`src/fmpd_pkg.sv`:
```
// Shared constants and types for the FM polar discriminator with decimation.
`default_nettype none
package fmpd_pkg;

   // Default widths of the sample and angle formats.
   localparam int SAMPLE_BITS_DEF     = 16;
   localparam int ANGLE_FRAC_BITS_DEF = 13;

   // Fixed port widths.
   localparam int FIELD_W = 16;
   localparam int CFG_W   = 8;

   // Saturation works on a magnitude zero-extended to this width.
   localparam int SAT_W = 18;

   // Depth of the queue between front and back.
   localparam int QUEUE_DEPTH = 2;

   // Decimation factor after reset.
   localparam logic [CFG_W-1:0] DECIM_RESET = 8'd1;

   // Output limits.
   localparam logic [SAT_W-1:0] POS_LIMIT = 18'd32767;
   localparam logic [SAT_W-1:0] NEG_LIMIT = 18'd32768;
   localparam logic [FIELD_W-1:0] POS_SAT = 16'h7FFF;
   localparam logic [FIELD_W-1:0] NEG_SAT = 16'h8000;

   // Divider sequencer states.
   typedef enum logic [1:0] {
      BK_IDLE,
      BK_DIVIDE,
      BK_FINISH
   } back_state_type;

endpackage
`default_nettype wire

```
`src/fm_polar_discriminator_decimated.sv`:
```
// Top level of the decimating FM polar discriminator.
// Each accepted I/Q transaction is multiplied by the conjugate of the previous sample; one
// product in every decimation period (the first after reset, then every
// csr_decimation_factor samples, 0 counting as 1) is turned into a phase step in units of
// pi/4 = 2^ANGLE_FRAC_BITS, saturated to 16 bits, with +pi/2 for a zero vector. Samples
// that yield no output are taken one per clock while the input is not stalled. A kept
// product passes a registered multiply stage and a two-entry queue into a restoring
// divider that produces one quotient bit per cycle and takes the next product only once
// its result is in the output register; the input keeps flowing until the queue is full
// and a product waits in the multiply stage. Write the decimation factor only while the
// block is idle.
`default_nettype none
module fm_polar_discriminator_decimated
   import fmpd_pkg::*;
#(
   parameter int SAMPLE_BITS     = SAMPLE_BITS_DEF,
   parameter int ANGLE_FRAC_BITS = ANGLE_FRAC_BITS_DEF
) (
   input  wire logic               clock,
   input  wire logic               reset,
   input  wire logic               req_valid,
   output logic                    req_stall,
   input  wire logic [FIELD_W-1:0] req_i_sample,
   input  wire logic [FIELD_W-1:0] req_q_sample,
   output logic                    rsp_valid,
   input  wire logic               rsp_stall,
   output logic [FIELD_W-1:0]      rsp_phase_step,
   input  wire logic               csr_valid,
   output logic                    csr_ready,
   input  wire logic [CFG_W-1:0]   csr_decimation_factor
);

   localparam int PW = 2 * SAMPLE_BITS + 1;

   logic          push_valid;
   logic [PW-1:0] push_re;
   logic [PW-1:0] push_im;
   logic          queue_full;
   logic          job_valid;
   logic          job_pop;
   logic [2*PW-1:0] job_data;

   assign csr_ready = 1'b1;

   fmpd_front #(
      .SAMPLE_BITS(SAMPLE_BITS)
   ) u_front (
      .clock      (clock),
      .reset      (reset),
      .req_valid  (req_valid),
      .req_stall  (req_stall),
      .req_i      (req_i_sample[SAMPLE_BITS-1:0]),
      .req_q      (req_q_sample[SAMPLE_BITS-1:0]),
      .csr_valid  (csr_valid && csr_ready),
      .csr_data   (csr_decimation_factor),
      .push_valid (push_valid),
      .push_re    (push_re),
      .push_im    (push_im),
      .queue_full (queue_full)
   );

   fmpd_queue #(
      .WIDTH(2 * PW)
   ) u_queue (
      .clock     (clock),
      .reset     (reset),
      .push      (push_valid),
      .push_data ({push_re, push_im}),
      .full      (queue_full),
      .pop       (job_pop),
      .pop_data  (job_data),
      .not_empty (job_valid)
   );

   fmpd_back #(
      .SAMPLE_BITS     (SAMPLE_BITS),
      .ANGLE_FRAC_BITS (ANGLE_FRAC_BITS)
   ) u_back (
      .clock     (clock),
      .reset     (reset),
      .job_valid (job_valid),
      .job_re    (job_data[2*PW-1:PW]),
      .job_im    (job_data[PW-1:0]),
      .job_pop   (job_pop),
      .rsp_valid (rsp_valid),
      .rsp_stall (rsp_stall),
      .rsp_phase (rsp_phase_step)
   );

   // The divider never takes a job from an empty queue.
   assert property (@(posedge clock) disable iff (reset) job_pop |-> job_valid)
      else $error("divider popped an empty queue");

   // A stalled input means the product stage is waiting on a full queue.
   assert property (@(posedge clock) disable iff (reset) req_stall |-> (push_valid && queue_full))
      else $error("input stalled without a full queue");

   // A product waiting on a full queue is still there next cycle.
   assert property (@(posedge clock) disable iff (reset)
      (push_valid && queue_full) |=> push_valid)
      else $error("product lost while the queue was full");

endmodule
`default_nettype wire

```
`src/fmpd_front.sv`:
```
// Front end: sample intake, decimation count and conjugate product.
`default_nettype none
module fmpd_front
   import fmpd_pkg::*;
#(
   parameter int SAMPLE_BITS = SAMPLE_BITS_DEF
) (
   input  wire logic                          clock,
   input  wire logic                          reset,
   input  wire logic                          req_valid,
   output logic                               req_stall,
   input  wire logic signed [SAMPLE_BITS-1:0] req_i,
   input  wire logic signed [SAMPLE_BITS-1:0] req_q,
   input  wire logic                          csr_valid,
   input  wire logic [CFG_W-1:0]              csr_data,
   output logic                               push_valid,
   output logic signed [2*SAMPLE_BITS:0]      push_re,
   output logic signed [2*SAMPLE_BITS:0]      push_im,
   input  wire logic                          queue_full
);

   localparam int PRODW = 2 * SAMPLE_BITS;
   localparam int PW    = PRODW + 1;

   logic [CFG_W-1:0]              decim_ff, decim_in;
   logic                          have_prev_ff, have_prev_in;
   logic signed [SAMPLE_BITS-1:0] prev_i_ff, prev_i_in;
   logic signed [SAMPLE_BITS-1:0] prev_q_ff, prev_q_in;
   logic [CFG_W-1:0]              skip_ff, skip_in;
   logic                          s1_valid_ff, s1_valid_in;
   logic signed [PRODW-1:0]       p_ii_ff, p_ii_in;
   logic signed [PRODW-1:0]       p_qq_ff, p_qq_in;
   logic signed [PRODW-1:0]       p_qi_ff, p_qi_in;
   logic signed [PRODW-1:0]       p_iq_ff, p_iq_in;
   logic                          accept;
   logic                          fire;
   logic [CFG_W-1:0]              decim_eff;

   // Hold the sample while the product register cannot drain.
   assign req_stall = s1_valid_ff && queue_full;
   assign accept    = req_valid && !req_stall;
   assign fire      = accept && have_prev_ff && (skip_ff == '0);
   assign decim_eff = (decim_ff == '0) ? CFG_W'(1) : decim_ff;

   // Register write and decimation countdown.
   always_comb begin
      decim_in = csr_valid ? csr_data : decim_ff;
      skip_in  = skip_ff;
      if (fire) begin
         skip_in = decim_eff - CFG_W'(1);
      end else if (accept && have_prev_ff) begin
         skip_in = skip_ff - CFG_W'(1);
      end
      have_prev_in = have_prev_ff || accept;
      prev_i_in    = accept ? req_i : prev_i_ff;
      prev_q_in    = accept ? req_q : prev_q_ff;
   end

   // The four partial products of the sample times the conjugate of its predecessor.
   always_comb begin
      p_ii_in = req_i * prev_i_ff;
      p_qq_in = req_q * prev_q_ff;
      p_qi_in = req_q * prev_i_ff;
      p_iq_in = req_i * prev_q_ff;
      if (fire) begin
         s1_valid_in = 1'b1;
      end else if (!queue_full) begin
         s1_valid_in = 1'b0;
      end else begin
         s1_valid_in = s1_valid_ff;
      end
   end

   always_ff @(posedge clock) begin
      if (reset) begin
         decim_ff     <= DECIM_RESET;
         have_prev_ff <= 1'b0;
         prev_i_ff    <= '0;
         prev_q_ff    <= '0;
         skip_ff      <= '0;
         s1_valid_ff  <= 1'b0;
      end else begin
         decim_ff     <= decim_in;
         have_prev_ff <= have_prev_in;
         prev_i_ff    <= prev_i_in;
         prev_q_ff    <= prev_q_in;
         skip_ff      <= skip_in;
         s1_valid_ff  <= s1_valid_in;
      end
   end

   always_ff @(posedge clock) begin
      if (fire) begin
         p_ii_ff <= p_ii_in;
         p_qq_ff <= p_qq_in;
         p_qi_ff <= p_qi_in;
         p_iq_ff <= p_iq_in;
      end
   end

   // Real and imaginary parts of the product.
   assign push_valid = s1_valid_ff;
   assign push_re    = PW'(p_ii_ff) + PW'(p_qq_ff);
   assign push_im    = PW'(p_qi_ff) - PW'(p_iq_ff);

endmodule
`default_nettype wire

```
`src/fmpd_queue.sv`:
```
// Short queue that decouples the product front end from the divider.
`default_nettype none
module fmpd_queue
   import fmpd_pkg::*;
#(
   parameter int WIDTH = 2 * (2 * SAMPLE_BITS_DEF + 1)
) (
   input  wire logic             clock,
   input  wire logic             reset,
   input  wire logic             push,
   input  wire logic [WIDTH-1:0] push_data,
   output logic                  full,
   input  wire logic             pop,
   output logic [WIDTH-1:0]      pop_data,
   output logic                  not_empty
);

   localparam int PTR_W = (QUEUE_DEPTH > 1) ? $clog2(QUEUE_DEPTH) : 1;
   localparam int CNT_W = $clog2(QUEUE_DEPTH + 1);

   logic [WIDTH-1:0] entry_ff [QUEUE_DEPTH];
   logic [PTR_W-1:0] wr_ptr_ff, wr_ptr_in;
   logic [PTR_W-1:0] rd_ptr_ff, rd_ptr_in;
   logic [CNT_W-1:0] count_ff, count_in;
   logic             do_push;
   logic             do_pop;

   assign full      = (count_ff == CNT_W'(QUEUE_DEPTH));
   assign not_empty = (count_ff != '0);
   assign do_push   = push && !full;
   assign do_pop    = pop && not_empty;
   assign pop_data  = entry_ff[rd_ptr_ff];

   // Pointer and fill count update.
   always_comb begin
      wr_ptr_in = wr_ptr_ff;
      rd_ptr_in = rd_ptr_ff;
      count_in  = count_ff;
      if (do_push) begin
         wr_ptr_in = (wr_ptr_ff == PTR_W'(QUEUE_DEPTH - 1)) ? '0 : wr_ptr_ff + PTR_W'(1);
      end
      if (do_pop) begin
         rd_ptr_in = (rd_ptr_ff == PTR_W'(QUEUE_DEPTH - 1)) ? '0 : rd_ptr_ff + PTR_W'(1);
      end
      if (do_push && !do_pop) begin
         count_in = count_ff + CNT_W'(1);
      end else if (do_pop && !do_push) begin
         count_in = count_ff - CNT_W'(1);
      end
   end

   always_ff @(posedge clock) begin
      if (reset) begin
         wr_ptr_ff <= '0;
         rd_ptr_ff <= '0;
         count_ff  <= '0;
      end else begin
         wr_ptr_ff <= wr_ptr_in;
         rd_ptr_ff <= rd_ptr_in;
         count_ff  <= count_in;
      end
   end

   always_ff @(posedge clock) begin
      if (do_push) begin
         entry_ff[wr_ptr_ff] <= push_data;
      end
   end

endmodule
`default_nettype wire

```
`src/fmpd_back.sv`:
```
// Back end: rounded restoring division for the fast atan2 and the output register.
`default_nettype none
module fmpd_back
   import fmpd_pkg::*;
#(
   parameter int SAMPLE_BITS     = SAMPLE_BITS_DEF,
   parameter int ANGLE_FRAC_BITS = ANGLE_FRAC_BITS_DEF
) (
   input  wire logic                          clock,
   input  wire logic                          reset,
   input  wire logic                          job_valid,
   input  wire logic signed [2*SAMPLE_BITS:0] job_re,
   input  wire logic signed [2*SAMPLE_BITS:0] job_im,
   output logic                               job_pop,
   output logic                               rsp_valid,
   input  wire logic                          rsp_stall,
   output logic [FIELD_W-1:0]                 rsp_phase
);

   localparam int PW    = 2 * SAMPLE_BITS + 1;
   localparam int AW    = 2 * SAMPLE_BITS;
   localparam int DENW  = AW + 1;
   localparam int MW    = AW + 3;
   localparam int NW    = AW + ANGLE_FRAC_BITS + 5;
   localparam int DW    = AW + 2;
   localparam int MAGW  = ANGLE_FRAC_BITS + 3;
   localparam int CNT_W = $clog2(MAGW);

   back_state_type   state_ff, state_in;
   logic [DW-1:0]    rem_ff, rem_in;
   logic [MAGW-1:0]  low_ff, low_in;
   logic [DW-1:0]    div_ff;
   logic [CNT_W-1:0] count_ff, count_in;
   logic             neg_ff;
   logic             zero_ff;
   logic             rsp_valid_ff, rsp_valid_in;
   logic [FIELD_W-1:0] rsp_phase_ff, rsp_phase_in;

   logic             out_load;
   logic             last_step;
   logic [PW-1:0]    im_abs;
   logic [PW-1:0]    re_abs;
   logic             im_neg;
   logic             re_neg;
   logic [AW-1:0]    a_mag;
   logic [AW-1:0]    x_mag;
   logic [DENW-1:0]  den;
   logic [MW-1:0]    num_base;
   logic [NW-1:0]    dividend;
   logic [DW:0]      rem_sh;
   logic             q_bit;
   logic [MAGW-1:0]  mag;
   logic [SAT_W-1:0] mag_ext;

   // Operands of the division, formed as a job leaves the queue.
   always_comb begin
      im_neg   = job_im[PW-1];
      re_neg   = job_re[PW-1];
      im_abs   = im_neg ? PW'(-job_im) : PW'(job_im);
      re_abs   = re_neg ? PW'(-job_re) : PW'(job_re);
      a_mag    = im_abs[AW-1:0];
      x_mag    = re_abs[AW-1:0];
      den      = DENW'(a_mag) + DENW'(x_mag);
      num_base = re_neg ? (MW'(a_mag) << 1) + (MW'(x_mag) << 2) : (MW'(a_mag) << 1);
      dividend = (NW'(num_base) << (ANGLE_FRAC_BITS + 1)) + NW'(den);
   end

   // One quotient bit a cycle.
   always_comb begin
      rem_sh = {rem_ff, low_ff[MAGW-1]};
      q_bit  = (rem_sh >= {1'b0, div_ff});
   end

   assign last_step = (count_ff == CNT_W'(MAGW - 1));
   assign out_load  = (state_ff == BK_FINISH) && (!rsp_valid_ff || !rsp_stall);

   // Next state.
   always_comb begin
      state_in = state_ff;
      case (state_ff)
         BK_IDLE: begin
            if (job_valid) begin
               state_in = BK_DIVIDE;
            end
         end
         BK_DIVIDE: begin
            if (last_step) begin
               state_in = BK_FINISH;
            end
         end
         BK_FINISH: begin
            if (out_load) begin
               state_in = BK_IDLE;
            end
         end
         default: begin
            state_in = BK_IDLE;
         end
      endcase
   end

   // Sequencer outputs and datapath updates.
   always_comb begin
      job_pop  = 1'b0;
      rem_in   = rem_ff;
      low_in   = low_ff;
      count_in = count_ff;
      case (state_ff)
         BK_IDLE: begin
            job_pop  = job_valid;
            rem_in   = dividend[NW-1:MAGW];
            low_in   = dividend[MAGW-1:0];
            count_in = '0;
         end
         BK_DIVIDE: begin
            rem_in   = q_bit ? DW'(rem_sh - {1'b0, div_ff}) : rem_sh[DW-1:0];
            low_in   = {low_ff[MAGW-2:0], q_bit};
            count_in = count_ff + CNT_W'(1);
         end
         BK_FINISH: begin
            job_pop = 1'b0;
         end
         default: begin
            job_pop = 1'b0;
         end
      endcase
   end

   // Sign, the zero-vector case and saturation to the output format.
   always_comb begin
      mag     = zero_ff ? MAGW'(2 << ANGLE_FRAC_BITS) : low_ff;
      mag_ext = SAT_W'(mag);
      if (!neg_ff) begin
         rsp_phase_in = (mag_ext > POS_LIMIT) ? POS_SAT : FIELD_W'(mag_ext);
      end else begin
         rsp_phase_in = (mag_ext > NEG_LIMIT) ? NEG_SAT : FIELD_W'(-mag_ext);
      end
      if (out_load) begin
         rsp_valid_in = 1'b1;
      end else if (!rsp_stall) begin
         rsp_valid_in = 1'b0;
      end else begin
         rsp_valid_in = rsp_valid_ff;
      end
   end

   always_ff @(posedge clock) begin
      if (reset) begin
         state_ff     <= BK_IDLE;
         count_ff     <= '0;
         rsp_valid_ff <= 1'b0;
      end else begin
         state_ff     <= state_in;
         count_ff     <= count_in;
         rsp_valid_ff <= rsp_valid_in;
      end
   end

   always_ff @(posedge clock) begin
      rem_ff <= rem_in;
      low_ff <= low_in;
      if (job_pop) begin
         div_ff  <= {den, 1'b0};
         neg_ff  <= im_neg;
         zero_ff <= !re_neg && (den == '0);
      end
      if (out_load) begin
         rsp_phase_ff <= rsp_phase_in;
      end
   end

   assign rsp_valid = rsp_valid_ff;
   assign rsp_phase = rsp_phase_ff;

endmodule
`default_nettype wire
```
`config.mk`:
```
export PLATFORM = sky130hd
export DESIGN_NAME = fm_polar_discriminator_decimated
export DESIGN_NICKNAME = d
export VERILOG_FILES = /design/src/fmpd_pkg.sv /design/src/fm_polar_discriminator_decimated.sv /design/src/fmpd_front.sv /design/src/fmpd_queue.sv /design/src/fmpd_back.sv
export SDC_FILE = /design/constraint.sdc
export NUM_CORES = 2
export LEC_CHECK = 0
export CAP_MARGIN = 20
export CORE_AREA = 3 3 386 388
export CTS_BUF_LIST = sky130_fd_sc_hd__clkbuf_8
export DETAILED_ROUTE_END_ITERATION = 12
export DIE_AREA = 0 0 389 391
export DONT_BUFFER_PORTS = 1
export MAX_ROUTING_LAYER = met4
export SLEW_MARGIN = 20
export SYNTH_ARGS = -nofsm -noshare
export SYNTH_HDL_FRONTEND = slang
export SYNTH_SLANG_ARGS = --single-unit
```
`constraint.sdc`:
```
create_clock -name clock -period 13.9 [get_ports clock]
set_input_delay 2.78 -clock clock [delete_from_list [all_inputs] [get_ports clock]]
set_output_delay 2.78 -clock clock [all_outputs]
set_load 0.01 [all_outputs]
```
==> flow_metrics.env <==
export IMPL_wl_per_cell_um=18.9
export IMPL_crit_buf_inv=3
export IMPL_cp_data_required_time_ps=14360
export IMPL_hpwlAfterDp_um=129000
export IMPL_powerDensity_mw_per_mm2=189
export IMPL_ir_drop_mv=0.149
export IMPL_max_freq_ghz=0.100
export IMPL_die_area_mm2=0.152
export IMPL_io_pins=64
export IMPL_dpl_worst_slack_ps=4030
export IMPL_cts_made_buffers=83
export IMPL_postCtsHoldBufs=0
export IMPL_ant_nets=0
export IMPL_cp_common_cell="a21oi_1"
export IMPL_async_flop_share_pct=0
export IMPL_worst_slack_ps=3940
export IMPL_start_kind="flop"
export IMPL_path_clk_slew_ps=60
export IMPL_synth_edf_count=361
export IMPL_postSynthAreaPerCell_um2=9.35
export IMPL_holdCritPathClass="flop to flop"
export IMPL_grt_pass1_wl_um=270000
export IMPL_cp_end_kind="flop"
export IMPL_drc=0
export IMPL_period_minus_slack_ps=9960
export IMPL_globalplace_congestion=0.887
export IMPL_drt_iter0_drc=2386
export IMPL_port_buffers=0
export IMPL_synth_fp_nets=8594
export IMPL_clock_latency_ps=790
export IMPL_fin_skew_ps=64.2
export IMPL_fin_crit_sh_pct=71.6
export IMPL_synth_distinct_cells=95
export IMPL_grt_max_degree=124
export IMPL_rows=140
export IMPL_hold_violations=0
export IMPL_nets=8457
export IMPL_start_util_pct=44.9
export IMPL_area_growth_pct=5.36
export IMPL_grtUsageTotal_pct=23.1
export IMPL_placed_area_mm2=0.0672
export IMPL_tns_ps=0
export IMPL_layout_drive_gt1_share_pct=3.60
export IMPL_path_delay_family="compound AO/OA/AOI/OAI gates"
export IMPL_grt_overflow_total=0
export IMPL_setup_violations=0
export IMPL_die_y_um=391
export IMPL_final_max_slew_viol_count=0
export IMPL_design_area_mm2=0.0689
export IMPL_synth_area_mm2=0.0654
export IMPL_final_common_cell="inv_1"
export IMPL_postCtsResizedCells=0
export IMPL_yosys_warnings=0
export IMPL_path_max_fanout=123
export IMPL_synth_yosys_seq_area_share_pct=18.5
export IMPL_critPathSlowestCell="dfxtp_4"
export IMPL_final_instance_count_excl_fill=8845
export IMPL_htree_levels=3
export IMPL_relSlewSlack_pct=29.4
export IMPL_place_inst=8691
export IMPL_synth_ff_type="edfxtp_1"
export IMPL_worstMarginPinSlew_ps=1050
export IMPL_core_region_area_mm2=0.146
export IMPL_die_width_um=389
export IMPL_vias=47000
export IMPL_clockRootBuffer="clkbuf_8"
export IMPL_status="finished clean"
export IMPL_first_pass_iters=5
export IMPL_clockBufferDepth=3
export IMPL_max_stage_delay_ps=620
export IMPL_p_leak_nw=31.8
export IMPL_cap_violations=0
export IMPL_cts_sink_count=423
export IMPL_cts_tree="yes"
export IMPL_fin_util_pct=47.3
export IMPL_setup_worst_path_class="flop to flop"
export IMPL_postCtsSetupRepairBufs=0
export IMPL_synth_cells=6996
export IMPL_rsz0062_at_grt="no"
export IMPL_synth_seq_cells=423
export IMPL_critical_path_arrival_ps=10420
export IMPL_grt_pass1_vias=50700
export IMPL_final_cell_mix="inv_1 (1419), fa_1 (1054), nand2_1 (806), ha_1 (499), and2_1 (418)"
export IMPL_antenna_found_initial=12
export IMPL_drt_vias_per_instance=5.31
export IMPL_wl_um=167000
==> state kept, by name (all words and copies together), names as in the netlist, 8 cells and up, named ones only <==
name / cells
u_back.div_ff: 33
u_back.low_ff: 16
u_back.rem_ff: 34
u_back.rsp_phase: 16
u_front.decim_ff: 8
u_front.p_ii_ff: 32
u_front.p_iq_ff: 32
u_front.p_qi_ff: 32
u_front.p_qq_ff: 32
u_front.prev_i_ff: 16
u_front.prev_q_ff: 16
u_front.skip_ff: 8
u_queue.entry_ff: 132
==> area by class of cell <==
type	count	area, um^2
Fill cell	13900	76800
Tap cell	1917	2400
Antenna cell	4	10.0
Multi-Input combinational cell	4906	47100
Clock inverter	62	473
Sequential cell	423	12100
Inverter	1394	5230
Timing Repair Buffer	51	395
Clock buffer	88	1210
==> cells in the mapped netlist, types with 20 or more instances <==
master       n  area, um^2
nand2b_1    72         450
xor2_1     101         885
fa_1      1054       21100
nor2_1     298        1120
a211oi_1    42         315
nor3_1      91         455
inv_1     1392        5230
buf_1       28         105
nor2b_1     43         269
dfxtp_1     62        1240
clkbuf_1   232         871
or3_1       43         269
edfxtp_1   361       10800
a21oi_1    282        1410
a21boi_0    24         180
or2_2       20         125
a31oi_1     36         225
o21ai_0    174         871
and2_1     419        2620
ha_1       499        6240
a21o_1      66         495
nand2_1    807        3030
o21bai_1    37         278
and3_1      35         219
o21a_1      36         270
nand3_1     63         315
xnor2_1    259        2270
mux2i_1     72         721
==> worst reg2reg max path: cells and delay by family, from the launching register on <==
kind | cells | cell delay, ps
simple gates | 6 | 1750
flops | 1 | 620
xor+xnor | 3 | 1220
mux | 1 | 490
fa+ha+maj | 3 | 850
buf+inv | 3 | 850
compound gates | 16 | 3900
==> cells by family (layout without fill, tap and decap cells) <==
logic type	Yosys count	after routing	share of synthesized area (%)
adder cells (fa/ha/maj)	1562	1562	41.9
flip-flops	423	423	18.5
other	1	5	0.00573
multiplexers	79	79	1.22
XOR/XNOR	368	368	5.05
buffers and inverters	1667	1595	9.59
AO/OA/AOI/OAI	895	895	8.84
AND/OR/NAND/NOR	2001	2001	14.9
==> routing by layer <==
layer  vias to the layer above  GRT usage, %  wire length (um)
li1                      21900             -                 -
met1                     23600          27.6             69700
met2                      1150          40.5             84100
met3                       354          2.92              7750
met4                         0          7.91              5800
met5                         -             -                 0
==> power breakdown <==
group	switching, mW	total (mW)	internal, mW
logic	5.68	9.40	3.73
registers	0.191	2.30	2.11
clock network	0.605	1.31	0.706
==> worst paths after layout <==
kind                        start              endpoint  slack (ps)  cells after the start
max                          flop     u_back.rem_ff[26]        3940                     32
min          u_front.prev_i_ff[2]  u_front.prev_i_ff[2]         450                      2
max reg2reg                  flop     u_back.rem_ff[26]        3940                     32
min reg2reg  u_front.prev_i_ff[2]  u_front.prev_i_ff[2]         450                      2
==> through the flow <==
stage          hold slack (ps)  power (mW)
2_1_floorplan              449        9.20
3_3_place_gp               442        11.5
3_5_place_dp               445        11.7
4_1_cts                    454        13.1
5_1_grt                    476        14.3
6_report                   453        13.0
Power figures use the tool's default switching activity.
